===== config.mk =====
export PLATFORM = sky130hd
export DESIGN_NAME = pptp_control_deframer_unit
export DESIGN_NICKNAME = d
export VERILOG_FILES = /design/src/design/pcd_pkg.sv /design/src/design/pptp_control_deframer_unit.sv /design/src/design/pcd_front.sv /design/src/design/pcd_queue.sv /design/src/design/pcd_back.sv
export SDC_FILE = /design/constraint.sdc
export NUM_CORES = 2
export LEC_CHECK = 0
export ABC_AREA = 0
export ABC_CLOCK_PERIOD_IN_PS = 6900
export BUFFER_PORTS_ARGS = -buffer_cell sky130_fd_sc_hd__buf_2
export CORE_ASPECT_RATIO = 0.5
export CORE_MARGIN = 5
export CORE_UTILIZATION = 47
export DETAILED_ROUTE_END_ITERATION = 8
export SLEW_MARGIN = 20
export SYNTH_ARGS = -nofsm -noshare
export SYNTH_HDL_FRONTEND = slang
export SYNTH_SLANG_ARGS = --single-unit

===== constraint.sdc =====
create_clock -name i_clk -period 6.9 [get_ports i_clk]
set_clock_uncertainty 0.15 [all_clocks]
set_input_delay 0.345 -clock i_clk [delete_from_list [all_inputs] [get_ports i_clk]]
set_output_delay 0.345 -clock i_clk [all_outputs]
set_load 0.03 [all_outputs]

===== src/design/pcd_pkg.sv =====
// ============================================================================
// pcd_pkg: shared types and constants of the control-stream deframer
// Header geometry, configuration bundle, queue entry format and the
// standard control message size table.
// ============================================================================
package pcd_pkg;

    localparam int HEADER_BYTES   = 12;
    localparam int IDX_W          = $clog2(HEADER_BYTES);
    localparam int QUEUE_DEPTH_DEF = 16;

    localparam logic [31:0] MAGIC_RESET   = 32'h1A2B_3C4D;
    localparam logic [15:0] MAXLEN_RESET  = 16'd220;
    localparam logic [15:0] CTLTYPE_RESET = 16'd1;

    typedef enum logic [1:0] {
        CFG_MAGIC_WORD   = 2'd0,
        CFG_MAX_LENGTH   = 2'd1,
        CFG_CONTROL_TYPE = 2'd2
    } t_cfg_index;

    typedef struct packed {
        logic [31:0] magic_word;
        logic [15:0] max_length;
        logic [15:0] control_type_value;
    } t_cfg;

    typedef logic [HEADER_BYTES-1:0][7:0] t_hdr_bytes;

    // One queue entry: a whole accepted header, or one body word.
    // Body words travel in the last byte lane.
    typedef struct packed {
        logic        is_hdr;
        logic        last;
        logic [15:0] drop;
        logic        resv;
        t_hdr_bytes  bytes;
    } t_q_entry;

    function automatic logic [15:0] std_size(input logic [15:0] kind);
        logic [15:0] size;
        size = 16'd0;
        if (kind[15:4] == 12'd0) begin
            unique case (kind[3:0])
                4'd0:  size = 16'd0;
                4'd1:  size = 16'd156;
                4'd2:  size = 16'd156;
                4'd3:  size = 16'd16;
                4'd4:  size = 16'd16;
                4'd5:  size = 16'd16;
                4'd6:  size = 16'd20;
                4'd7:  size = 16'd168;
                4'd8:  size = 16'd32;
                4'd9:  size = 16'd220;
                4'd10: size = 16'd24;
                4'd11: size = 16'd28;
                4'd12: size = 16'd16;
                4'd13: size = 16'd148;
                4'd14: size = 16'd40;
                4'd15: size = 16'd24;
                default: size = 16'd0;
            endcase
        end
        return size;
    endfunction

endpackage


===== src/design/pptp_control_deframer_unit.sv =====
// ============================================================================
// pptp_control_deframer_unit: control-stream message deframer
// Finds message headers in a byte stream, checks them and emits whole
// messages with first/last marks and a count of skipped words.
// ============================================================================
//
//  channel | direction | handshake               | payload
//  --------+-----------+-------------------------+------------------------------
//  in      | to block  | i_in_valid / o_in_stall | i_rx_byte
//  out     | from block| o_out_valid/ i_out_stall| o_out_byte, o_first_of_packet,
//          |           |                         | o_last_of_packet,
//          |           |                         | o_dropped_before,
//          |           |                         | o_reserved_nonzero
//  cfg     | to block  | i_cfg_we                | i_cfg_index, i_cfg_data
//
// Sustained rate is one word per cycle on both sides unless a stall holds it.
// An accepted header is emitted as twelve words by the emitter while body
// words keep flowing into the entry queue; the queue drains again while the
// next header fills. A body word goes through the queue and output register.
// Reset (synchronous, active low) clears window fill, body state, drop count,
// queue pointers and the output valid; config returns to its reset values.
// o_in_stall rises only when the entry queue is full; i_out_stall holds the
// output register and backs up into the queue.
module pptp_control_deframer_unit #(
    parameter int QUEUE_DEPTH = pcd_pkg::QUEUE_DEPTH_DEF
) (
    input  logic        i_clk,
    input  logic        i_rst_n,
    // configuration
    input  logic        i_cfg_we,
    input  logic [1:0]  i_cfg_index,
    input  logic [31:0] i_cfg_data,
    // input stream
    input  logic        i_in_valid,
    output logic        o_in_stall,
    input  logic [7:0]  i_rx_byte,
    // output stream
    output logic        o_out_valid,
    input  logic        i_out_stall,
    output logic [7:0]  o_out_byte,
    output logic        o_first_of_packet,
    output logic        o_last_of_packet,
    output logic [15:0] o_dropped_before,
    output logic        o_reserved_nonzero
);
    import pcd_pkg::*;

    t_cfg     r_cfg;
    logic     in_accept;
    logic     q_push;
    t_q_entry q_wr_entry;
    logic     q_full;
    logic     q_valid;
    t_q_entry q_rd_entry;
    logic     q_pop;

    // Configuration registers; an unknown index is dropped.
    always_ff @(posedge i_clk) begin
        if (!i_rst_n) begin
            r_cfg.magic_word         <= MAGIC_RESET;
            r_cfg.max_length         <= MAXLEN_RESET;
            r_cfg.control_type_value <= CTLTYPE_RESET;
        end else if (i_cfg_we) begin
            unique case (i_cfg_index)
                CFG_MAGIC_WORD:   r_cfg.magic_word         <= i_cfg_data;
                CFG_MAX_LENGTH:   r_cfg.max_length         <= i_cfg_data[15:0];
                CFG_CONTROL_TYPE: r_cfg.control_type_value <= i_cfg_data[15:0];
                default: ;
            endcase
        end
    end

    // Hold the input side only when the queue has no free entry.
    assign o_in_stall = q_full;
    assign in_accept  = i_in_valid && !q_full;

    // Front: window, header check, body count.
    pcd_front u_front (
        .i_clk     (i_clk),
        .i_rst_n   (i_rst_n),
        .i_cfg     (r_cfg),
        .i_accept  (in_accept),
        .i_rx_byte (i_rx_byte),
        .o_push    (q_push),
        .o_entry   (q_wr_entry)
    );

    // Decouple classification from emission.
    pcd_queue #(
        .DEPTH (QUEUE_DEPTH)
    ) u_queue (
        .i_clk   (i_clk),
        .i_rst_n (i_rst_n),
        .i_push  (q_push),
        .i_entry (q_wr_entry),
        .i_pop   (q_pop),
        .o_full  (q_full),
        .o_valid (q_valid),
        .o_entry (q_rd_entry)
    );

    // Back: expand headers and advance body words to the output register.
    pcd_back u_back (
        .i_clk              (i_clk),
        .i_rst_n            (i_rst_n),
        .i_q_valid          (q_valid),
        .i_q_entry          (q_rd_entry),
        .o_q_pop            (q_pop),
        .i_out_stall        (i_out_stall),
        .o_out_valid        (o_out_valid),
        .o_out_byte         (o_out_byte),
        .o_first_of_packet  (o_first_of_packet),
        .o_last_of_packet   (o_last_of_packet),
        .o_dropped_before   (o_dropped_before),
        .o_reserved_nonzero (o_reserved_nonzero)
    );

endmodule


===== src/design/pcd_front.sv =====
// ============================================================================
// pcd_front: header window and message classifier
// Shifts stream words into the header window, checks complete headers and
// pushes accepted headers and body words into the queue.
// ============================================================================
module pcd_front (
    input  logic              i_clk,
    input  logic              i_rst_n,
    input  pcd_pkg::t_cfg     i_cfg,
    input  logic              i_accept,
    input  logic [7:0]        i_rx_byte,
    output logic              o_push,
    output pcd_pkg::t_q_entry o_entry
);
    import pcd_pkg::*;

    t_hdr_bytes       r_win;
    logic [IDX_W-1:0] r_fill;
    logic             r_in_body;
    logic [15:0]      r_remaining;
    logic [15:0]      r_drop;

    t_hdr_bytes  n_win;
    logic [15:0] len;
    logic [15:0] msg_type;
    logic [31:0] magic;
    logic [15:0] kind;
    logic        resv;
    logic        hdr_ok;
    logic        hdr_full;

    always_comb begin
        for (int k = 0; k < HEADER_BYTES - 1; k++) begin
            n_win[k] = r_win[k+1];
        end
        n_win[HEADER_BYTES-1] = i_rx_byte;
        len      = {n_win[0], n_win[1]};
        msg_type = {n_win[2], n_win[3]};
        magic    = {n_win[4], n_win[5], n_win[6], n_win[7]};
        kind     = {n_win[8], n_win[9]};
        resv     = |{n_win[10], n_win[11]};
        hdr_ok   = (magic == i_cfg.magic_word)
                && (len >= 16'(HEADER_BYTES))
                && (len <= i_cfg.max_length)
                && !((msg_type == i_cfg.control_type_value) && (len != std_size(kind)));
        hdr_full = (r_fill == IDX_W'(HEADER_BYTES - 1));
    end

    always_comb begin
        o_push       = i_accept && (r_in_body || (hdr_full && hdr_ok));
        o_entry.is_hdr = !r_in_body;
        o_entry.last   = r_in_body ? (r_remaining == 16'd1) : (len == 16'(HEADER_BYTES));
        o_entry.drop   = r_drop;
        o_entry.resv   = resv;
        o_entry.bytes  = n_win;
    end

    always_ff @(posedge i_clk) begin
        if (i_accept && !r_in_body) begin
            r_win <= n_win;
        end
    end

    always_ff @(posedge i_clk) begin
        if (!i_rst_n) begin
            r_fill      <= '0;
            r_in_body   <= 1'b0;
            r_remaining <= '0;
            r_drop      <= '0;
        end else if (i_accept) begin
            if (r_in_body) begin
                r_remaining <= r_remaining - 16'd1;
                if (r_remaining == 16'd1) begin
                    r_in_body <= 1'b0;
                end
            end else if (!hdr_full) begin
                r_fill <= r_fill + IDX_W'(1);
            end else if (hdr_ok) begin
                r_fill      <= '0;
                r_drop      <= '0;
                r_remaining <= len - 16'(HEADER_BYTES);
                r_in_body   <= (len != 16'(HEADER_BYTES));
            end else if (r_drop != 16'hFFFF) begin
                r_drop <= r_drop + 16'd1;
            end
        end
    end

    a_body_has_words: assert property (@(posedge i_clk) disable iff (!i_rst_n)
        r_in_body |-> (r_remaining != 16'd0))
        else $error("body mode with no words left");

endmodule


===== src/design/pcd_queue.sv =====
// ============================================================================
// pcd_queue: entry queue between classifier and emitter
// Register-array FIFO; one push and one pop per cycle.
// ============================================================================
module pcd_queue #(
    parameter int DEPTH = pcd_pkg::QUEUE_DEPTH_DEF
) (
    input  logic              i_clk,
    input  logic              i_rst_n,
    input  logic              i_push,
    input  pcd_pkg::t_q_entry i_entry,
    input  logic              i_pop,
    output logic              o_full,
    output logic              o_valid,
    output pcd_pkg::t_q_entry o_entry
);
    import pcd_pkg::*;

    localparam int PTR_W = (DEPTH > 1) ? $clog2(DEPTH) : 1;
    localparam int CNT_W = $clog2(DEPTH + 1);

    t_q_entry         r_mem [DEPTH];
    logic [PTR_W-1:0] r_wr_ptr;
    logic [PTR_W-1:0] r_rd_ptr;
    logic [CNT_W-1:0] r_count;

    assign o_full  = (r_count == CNT_W'(DEPTH));
    assign o_valid = (r_count != '0);
    assign o_entry = r_mem[r_rd_ptr];

    always_ff @(posedge i_clk) begin
        if (i_push) begin
            r_mem[r_wr_ptr] <= i_entry;
        end
    end

    always_ff @(posedge i_clk) begin
        if (!i_rst_n) begin
            r_wr_ptr <= '0;
            r_rd_ptr <= '0;
            r_count  <= '0;
        end else begin
            if (i_push) begin
                r_wr_ptr <= (r_wr_ptr == PTR_W'(DEPTH - 1)) ? '0 : r_wr_ptr + PTR_W'(1);
            end
            if (i_pop) begin
                r_rd_ptr <= (r_rd_ptr == PTR_W'(DEPTH - 1)) ? '0 : r_rd_ptr + PTR_W'(1);
            end
            if (i_push && !i_pop) begin
                r_count <= r_count + CNT_W'(1);
            end else if (!i_push && i_pop) begin
                r_count <= r_count - CNT_W'(1);
            end
        end
    end

    a_no_push_full: assert property (@(posedge i_clk) disable iff (!i_rst_n)
        i_push |-> (!o_full || i_pop))
        else $error("push into full queue");

    a_no_pop_empty: assert property (@(posedge i_clk) disable iff (!i_rst_n)
        i_pop |-> o_valid)
        else $error("pop from empty queue");

endmodule


===== src/design/pcd_back.sv =====
// ============================================================================
// pcd_back: message emitter
// Expands header entries into twelve words and passes body words, through
// a registered output stage.
// ============================================================================
module pcd_back (
    input  logic              i_clk,
    input  logic              i_rst_n,
    input  logic              i_q_valid,
    input  pcd_pkg::t_q_entry i_q_entry,
    output logic              o_q_pop,
    input  logic              i_out_stall,
    output logic              o_out_valid,
    output logic [7:0]        o_out_byte,
    output logic              o_first_of_packet,
    output logic              o_last_of_packet,
    output logic [15:0]       o_dropped_before,
    output logic              o_reserved_nonzero
);
    import pcd_pkg::*;

    logic [IDX_W-1:0] r_idx;
    logic             r_valid;
    logic [7:0]       r_byte;
    logic             r_first;
    logic             r_last;
    logic [15:0]      r_drop;
    logic             r_resv;

    logic             load;
    logic             hdr_end;
    logic [7:0]       n_byte;
    logic             n_first;
    logic             n_last;

    always_comb begin
        load    = i_q_valid && (!r_valid || !i_out_stall);
        hdr_end = (r_idx == IDX_W'(HEADER_BYTES - 1));
        o_q_pop = load && (!i_q_entry.is_hdr || hdr_end);
        if (i_q_entry.is_hdr) begin
            n_byte  = i_q_entry.bytes[r_idx];
            n_first = (r_idx == '0);
            n_last  = hdr_end && i_q_entry.last;
        end else begin
            n_byte  = i_q_entry.bytes[HEADER_BYTES-1];
            n_first = 1'b0;
            n_last  = i_q_entry.last;
        end
    end

    always_ff @(posedge i_clk) begin
        if (load) begin
            r_byte  <= n_byte;
            r_first <= n_first;
            r_last  <= n_last;
            r_drop  <= n_first ? i_q_entry.drop : 16'd0;
            r_resv  <= n_first && i_q_entry.resv;
        end
    end

    always_ff @(posedge i_clk) begin
        if (!i_rst_n) begin
            r_valid <= 1'b0;
            r_idx   <= '0;
        end else begin
            if (load) begin
                r_valid <= 1'b1;
            end else if (!i_out_stall) begin
                r_valid <= 1'b0;
            end
            if (load && i_q_entry.is_hdr) begin
                r_idx <= hdr_end ? '0 : r_idx + IDX_W'(1);
            end
        end
    end

    assign o_out_valid        = r_valid;
    assign o_out_byte         = r_byte;
    assign o_first_of_packet  = r_first;
    assign o_last_of_packet   = r_last;
    assign o_dropped_before   = r_drop;
    assign o_reserved_nonzero = r_resv;

    a_idx_on_header: assert property (@(posedge i_clk) disable iff (!i_rst_n)
        (r_idx != '0) |-> (i_q_valid && i_q_entry.is_hdr))
        else $error("header index advanced without a header at the queue head");

endmodule


# [After elaboration in Yosys (flattened, before gate mapping)]
# Memories as Yosys holds them, arrays and structs flattened. A register that Yosys moved wholly into a read port is not among the register bits.
# Index checks and enable logic that the tools add are counted.
[classes] addsub=9 n_eq_ne=16 n_mux=30 div=0 n_bitwise=1 n_reduce_logical=41 n_shift=0 mul=0 magnitude_cmp=3
[op_table] cell="2-to-1 mux 16 bit" n=6
[op_table] cell="binary-select mux 8 bit (select 4 bit)" n=1
[op_table] cell="== test 32 bit" n=1
[op_table] cell="2-to-1 mux 4 bit" n=8
[op_table] cell="adder 16 x 1 -> 16 bit (second input constant)" n=1
[op_table] cell="adder 4 x 1 -> 4 bit (second input constant)" n=4
[op_table] cell="== test 16 x 1 -> 1 bit (second input constant)" n=1
[op_table] cell="== test 16 bit" n=1
[op_table] cell="== test 16 x 4 -> 1 bit (second input constant)" n=1
[op_table] cell="== test 4 bit (second input constant)" n=4
[op_table] cell=">= comparator 16 x 4 -> 1 bit (second input constant)" n=1
[op_table] cell="less-or-equal comparator 16 bit" n=1
[op_table] cell="2-to-1 mux 8 bit" n=2
[op_table] cell="!= test 16 bit" n=1
[op_table] cell="!= test 16 bit (second input constant)" n=1
[op_table] cell="!= test 16 x 4 -> 1 bit (second input constant)" n=1
[op_table] cell="OR reduction 16 bit" n=1
[op_table] cell="subtractor 16 x 1 -> 16 bit (second input constant)" n=1
[op_table] cell="subtractor 16 x 4 -> 16 bit (second input constant)" n=1
[op_table] cell="logical AND 1 bit" n=15
[op_table] cell="zero test 12 bit" n=1
[op_table] cell="2-to-1 mux 1 bit" n=11
[op_table] cell="2-to-1 mux 5 bit" n=2
[op_table] cell="zero test 1 bit" n=8
[op_table] cell="16 further kinds" n=25
[totals] latch_bits=0 mem_bits_ro=96 elab_cells=130 memories=2 input_bits=47 output_inout_bits=29 ramBits=1840 regBits=234
[mem_list] memory="u_queue.r_mem" words=16 width=115 rd=1 rd_clocked_by_memory_dff=1 wr=1 line_no="pcd_queue.sv:22" source="t_q_entry r_mem [DEPTH];"
[mem_list] memory="(name not given)" words=16 width=6 rd=1 rd_clocked_by_memory_dff=1 wr=0 line_no="pcd_pkg.sv:44" source="unique case (kind[3:0])"

# [Longest topological paths before layout]
[depth] ltp_word=13 depth_mapped=18 ltp_nobuf=17

# [By module]
# Synthesis repeated with hierarchy kept, for this count alone.
[unflattened] cells_unflattened=3948 hier_area_um2=80987.7
[modules_own_cells] module="pcd_queue" area_per_inst_um2=69576.7 n_inst=1 cells_per_inst=2909 seq_area_each_um2=55593.3
[modules_own_cells] module="pcd_front" area_per_inst_um2=6631.4 n_inst=1 cells_per_inst=591 seq_area_each_um2=3503.4
[modules_own_cells] module="pptp_control_deframer_unit" area_per_inst_um2=2577.5 n_inst=1 cells_per_inst=259 seq_area_each_um2=1281.2
[modules_own_cells] module="pcd_back" area_per_inst_um2=2202.1 n_inst=1 cells_per_inst=189 seq_area_each_um2=910.9

# [Worst setup path after synthesis]
# Ideal clock, no wire load.
[synth_timing] path_type="flip-flop to flip-flop" from="register u_front.r_win (netlist bit u_front.o_entry[77])" to="memory u_queue.r_mem[11][0] (netlist name) (enable)" t_required_ns=6.261 path_buffers=1 arrival_ns=5.361 setup_time_ns=0.489 setup_slack_ns=0.900 period_less_slack_ns=6.000 path_stages_with_launch=9 cell_sequence="edfxtp_1 -> nor4_4 -> nand3_1 -> or3_4 -> a2111oi_4 -> o2111ai_1 -> a21oi_2 -> clkbuf_1 -> and4b_1"
[synth_between] elab_chain_cells=11
[synth_rtl] item="from (decl)" line_no="pcd_front.sv:17" source="t_hdr_bytes r_win;"
[synth_rtl] item="from (signal assigned)" line_no="pcd_front.sv:60" source="r_win <= n_win;"
[synth_rtl] item="zero test 12 bit" line_no="pcd_pkg.sv:43" source="if (kind[15:4] == 12'd0) begin"
[synth_rtl] item="2-to-1 mux 16 bit" line_no="pcd_pkg.sv:43"
[synth_rtl] item="!= test 16 bit" line_no="pcd_front.sv:45" source="&& !((msg_type == i_cfg.control_type_value) && (len != std_size(kind)));"
[synth_rtl] item="logical AND 1 bit" line_no="pcd_front.sv:45"
[synth_rtl] item="zero test 1 bit" line_no="pcd_front.sv:45"
[synth_rtl] item="logical AND 1 bit" line_no="pcd_front.sv:45"
[synth_rtl] item="logical AND 1 bit" line_no="pcd_front.sv:50" source="o_push = i_accept && (r_in_body || (hdr_full && hdr_ok));"
[synth_rtl] item="logical OR 1 bit" line_no="pcd_front.sv:50"
[synth_rtl] item="logical AND 1 bit" line_no="pcd_front.sv:50"
[synth_rtl] item="2-to-1 mux 1 bit" line_no="pcd_queue.sv:32" source="if (i_push) begin"
[synth_rtl] item="2-to-1 mux 1 bit (not written as such)" line_no="pcd_queue.sv:33" source="r_mem[r_wr_ptr] <= i_entry;"
[synth_rtl] item="to (decl)" line_no="pcd_queue.sv:22"
# No other way between the ends.

# [Worst setup path in the final report]
[layout_timing] from="register u_front.r_win (netlist bit u_front.o_entry[76])" to="memory u_queue.r_mem[12][55] (netlist name) (enable)"
# Same word-level chain as after synthesis.

==> results.txt <==
----------------------------------------------------
[Placed design]
  Routability Congestion ... 0.832
  Half-perimeter wire length of the detailed placement result ... 117 mm
  Total placed cells including tap cells ... 6,077
  Placed cell area ... 84,300 sq um
  I/O Buffers ... 75

[Detailed routing]
  Total via count in the routed design ... 40,300
  DR WL met3 ... 16.8 mm
  First-iteration detailed-routing DRC count ... 4,916
  Total routed wire length on the met1 layer ... 90.2 mm
  Average detailed-routed wire length per instance ... 32.2 um
  Pre-Repair DR Iteration Count ... 7
  Total Wirelength ... 208 mm
  Wire length on met2 ... 96.4 mm
  Uppermost layer routed ... met4
  ANT nets after route ... 0
  Via count normalized by instance count ... 6.25
  Post-detailed-route DRC marker count ... 0

[Yosys]
  Fraction of registers with async set/reset ... 0%
  Number of flops mapped to enable cells by yosys ... 1,955
  Flip-flop and latch count after synthesis ... 2,084
  Number of nets produced by synthesis ... 3,889
  Seq/Total Area, Yosys ... 76.0%
  Warning count from the yosys run ... 0
  Number of distinct library cells after synthesis ... 73
  Most instantiated flip-flop cell in the synthesis netlist ... edfxtp_1
  Synthesized area per cell ... 21.2 sq um
  Synthesized netlist cell count ... 3,801
  Post-synthesis cell area ... 80,700 sq um

[STA]
  Unrepaired setup endpoints after global routing ... no
  Worst-margin pin slew ... 1.17 ns
  Final period demand of the worst path ... 5.56 ns
  Setup-violating endpoint count in the final report ... 0
  Slew margin rel. ... 21.5%
  Highest clock rate ... 180 MHz
  Summed negative setup slack over all endpoints ... 0 ns
  Fraction of the cycle the final worst path needs ... 80.6%
  Hold Fails Final Rpt ... 0
  Worst hold margin ... 0.0696 ns
  Count of pins over their slew limit ... 0

[CTS]
  Clock Path Buffers ... 4
  CTS Root Buffer Type ... clkbuf_16
  Inserted Clock Buffers ... 190
  Clock tree sinks ... 2,084
  H-tree depth reported by CTS ... 4
  Clk Latency, worst-skew pair ... 0.83 ns
  Clock transition time at the flip-flop clock pins of the worst setup and hold paths ... 0.07 ns
  Number of post-CTS setup repair buffers ... 0
  CTS tree ... done

[Pwr]
  Register share of total power ... 57.2%
  Total internal power ... 19.6 mW
  Switching power summed over all nets ... 4.86 mW
  Comb power frac ... 1.1%
  Leakage dissipation ... 28.4 nW
  Power Density ... 270 nW/um^2
  IR Drop Worst-Case VDD ... 188 uV
  Net switching share of the total power ... 19.9%
  Power share of the clock group ... 41.8%

[GRT]
  Overall overflow remaining after global route ... 0
  Initial antenna violation count ... 2
  Total global routing track utilization ... 23.0%
  Via count of the first global-routing pass ... 39,900
  Wire length of the first global-routing pass ... 298 mm
  Pin count of the biggest net entering global routing ... 108

[Final layout]
  P&R area growth vs syn ... 12.4%
  Area of all sequential standard cells ... 61,300 sq um
  Final standard cell area without fillers ... 90,700 sq um
  Most common cell after layout, fill and taps aside ... edfxtp_1
  Proportion of layout cells with a drive suffix above 1 ... 24.8%
  Final Non-Filler Cells ... 6,460
  Most used cells in the layout excluding fill and tap cells ... edfxtp_1 (1,955), mux4_2 (554), nand2_1 (208)
  Net count of the finished layout ... 4,113
  Post-layout util ... 53.2%
  Filler cell count in the final layout ... 12,900
  Multi-input gate area ... 18,500 sq um

[Floorplanning]
  Width of the die ... 596 um
  Num ports ... 76
  Die extent in y ... 303 um
  Cell row count ... 107
  Core Area ... 170,000 sq um
  Effective utilization at floorplan ... 47.3%
  Floorplan die area ... 181,000 sq um

[Critical path]
  Critical Path End Type ... flop
  Kind of cell adding the most delay to the critical path ... simple AND/OR/NAND/NOR gates
  Arrival time at the worst endpoint ... 5.87 ns
  Standard cell with the maximum stage delay on the critical path ... a21oi_2
  Critical path class ... reg2reg
  Number of buffers and inverters on the critical path ... 2
  Largest fanout on the critical path ... 51
  Crit path launch type ... flop
  Cell-by-cell listing of the critical path ... nor4_4 > nand3_1 > or3_4 > a2111oi_4 > o2111ai_1 > a21oi_2 > buf_4 > and4_4 > buf_12
  Critical Path Max Stage Delay ... 0.81 ns
  Crit path required time ... 7.21 ns

[Min path]
  Class of the worst hold path ... in2reg

[Run]
  Maxcap violations ... 0

[Status]
  Status ... finished clean

----------------------------------------------------
==> per-layer routing <==
| metal | global-route usage (%) | up-vias |
|---|---|---|
| li1 | - | 16300 |
| met5 | 0 | - |
| met1 | 34.5 | 22000 |
| met4 | 5.04 | 0 |
| met3 | 4.28 | 269 |
| met2 | 35.6 | 1828 |
==> per-stage QoR <==
stage	power [mW]	worst slack [ns]
final	24.5	1.34
after global routing	25.2	1.12
after CTS	24.6	1.32
after detailed placement	14.5	1.35
after global placement	14.5	1.42
after floorplan	14.3	0.900
==> power by group through the flow <==
stage | clock, mW | sequential (mW) | combinational, mW
4_1_cts | 10.4 | 14.0 | 0.261
3_5_place_dp | 0 | 14.3 | 0.239
2_1_floorplan | 0 | 14.2 | 0.109
6_report | 10.2 | 14.0 | 0.261
5_1_grt | 11.0 | 14.0 | 0.277
3_3_place_gp | 0 | 14.3 | 0.235
==> kinds of logic after synthesis <==
| kind of cell | synth area share [%] |
|---|---|
| flip-flops | 76.0 |
| buffers and inverters | 1.25 |
| multiplexers | 16.0 |
| XOR/XNOR | 0.782 |
| AND/OR/NAND/NOR | 3.05 |
| AO/OA/AOI/OAI | 2.28 |
| adder cells (fa/ha/maj) | 0.645 |
==> worst register-to-register path, stage by stage, from the launching register on <==
cell and delay, ns:
edfxtp_1 0.69, nor4_4 0.54, nand3_1 0.21, or3_4 0.44, a2111oi_4 0.42, o2111ai_1 0.26, a21oi_2 0.81, buf_4 0.38
and4_4 0.77, buf_12 0.42
==> final timing paths <==
kind | cells after the start | from | endpoint | slack, ns
min reg2reg | 2 | r_cfg[24]$_SDFFE_PN0P_ | r_cfg[24]$_SDFFE_PN0P_ | 0.31
min | 5 | i_cfg_index[0] | r_cfg[52]$_SDFFE_PN0P_ | 0.07
max reg2reg | 9 | u_front.o_entry[76]$_DFFE_PP_ | u_queue.r_mem[12][55]$_DFFE_PP_ | 1.34
max | 9 | u_front.o_entry[76]$_DFFE_PP_ | u_queue.r_mem[12][55]$_DFFE_PP_ | 1.34
==> cells in the mapped netlist, drive strengths merged (5+ instances only) <==
master	n	area [sq um]
inv	42	158
o21ai	36	180
nand2b	11	68.8
edfxtp	1955	58700
mux2i	39	390
a31oi	14	87.6
or4	20	150
nor3	23	115
and3	16	100
or2	5	31.3
and2	6	37.5
a211oi	9	67.6
ha	40	500
mux4	554	12500
nor4	31	239
nand2	208	781
nor2	53	201
a221oi	8	76.3
nor2b	28	175
nand3b	6	45.0
xor2	60	526
clkbuf	101	379
mux2	5	56.3
or3	12	80.1
xnor2	12	105
a21o	5	37.5
nand4	13	81.3
dfxtp	129	2580
a21oi	103	519
o22ai	13	81.3
nand3	42	210
a22o	8	70.1
o31ai	18	135
o211ai	9	67.6
and4	6	52.6
buf	89	469
a22oi	22	165
==> registers in the layout (all words and copies together), names as in the netlist, 4 cells and up, named ones only <==
signal                   flops
u_queue.r_mem             1840
u_front.o_entry             88
r_cfg                       64
u_back.o_dropped_before     16
u_front.r_drop              16
u_front.r_remaining         16
u_back.o_out_byte            8
u_queue.r_count              5
u_back.r_idx                 4
u_front.r_fill               4
u_queue.r_rd_ptr             4
u_queue.r_wr_ptr             4
==> final cells by class <==
class / instances / area share [%]
flip-flops and latches: 2084 / 67.6
multi-input cells: 1484 / 20.4
well taps: 2289 / 3.16
inverters: 43 / 0.184
clock inverters: 79 / 0.770
clock buffers: 258 / 5.72
repair buffers: 222 / 2.18
diodes: 1 / 0.00276
==> repair_timing <==
action,4_1_cts,5_1_grt
resized for setup,0,0
hold buffers,45,0
endpoints found under the hold margin,201,0
endpoints found under the setup margin,0,0
Note: power is estimated with default switching activity, not from simulation.
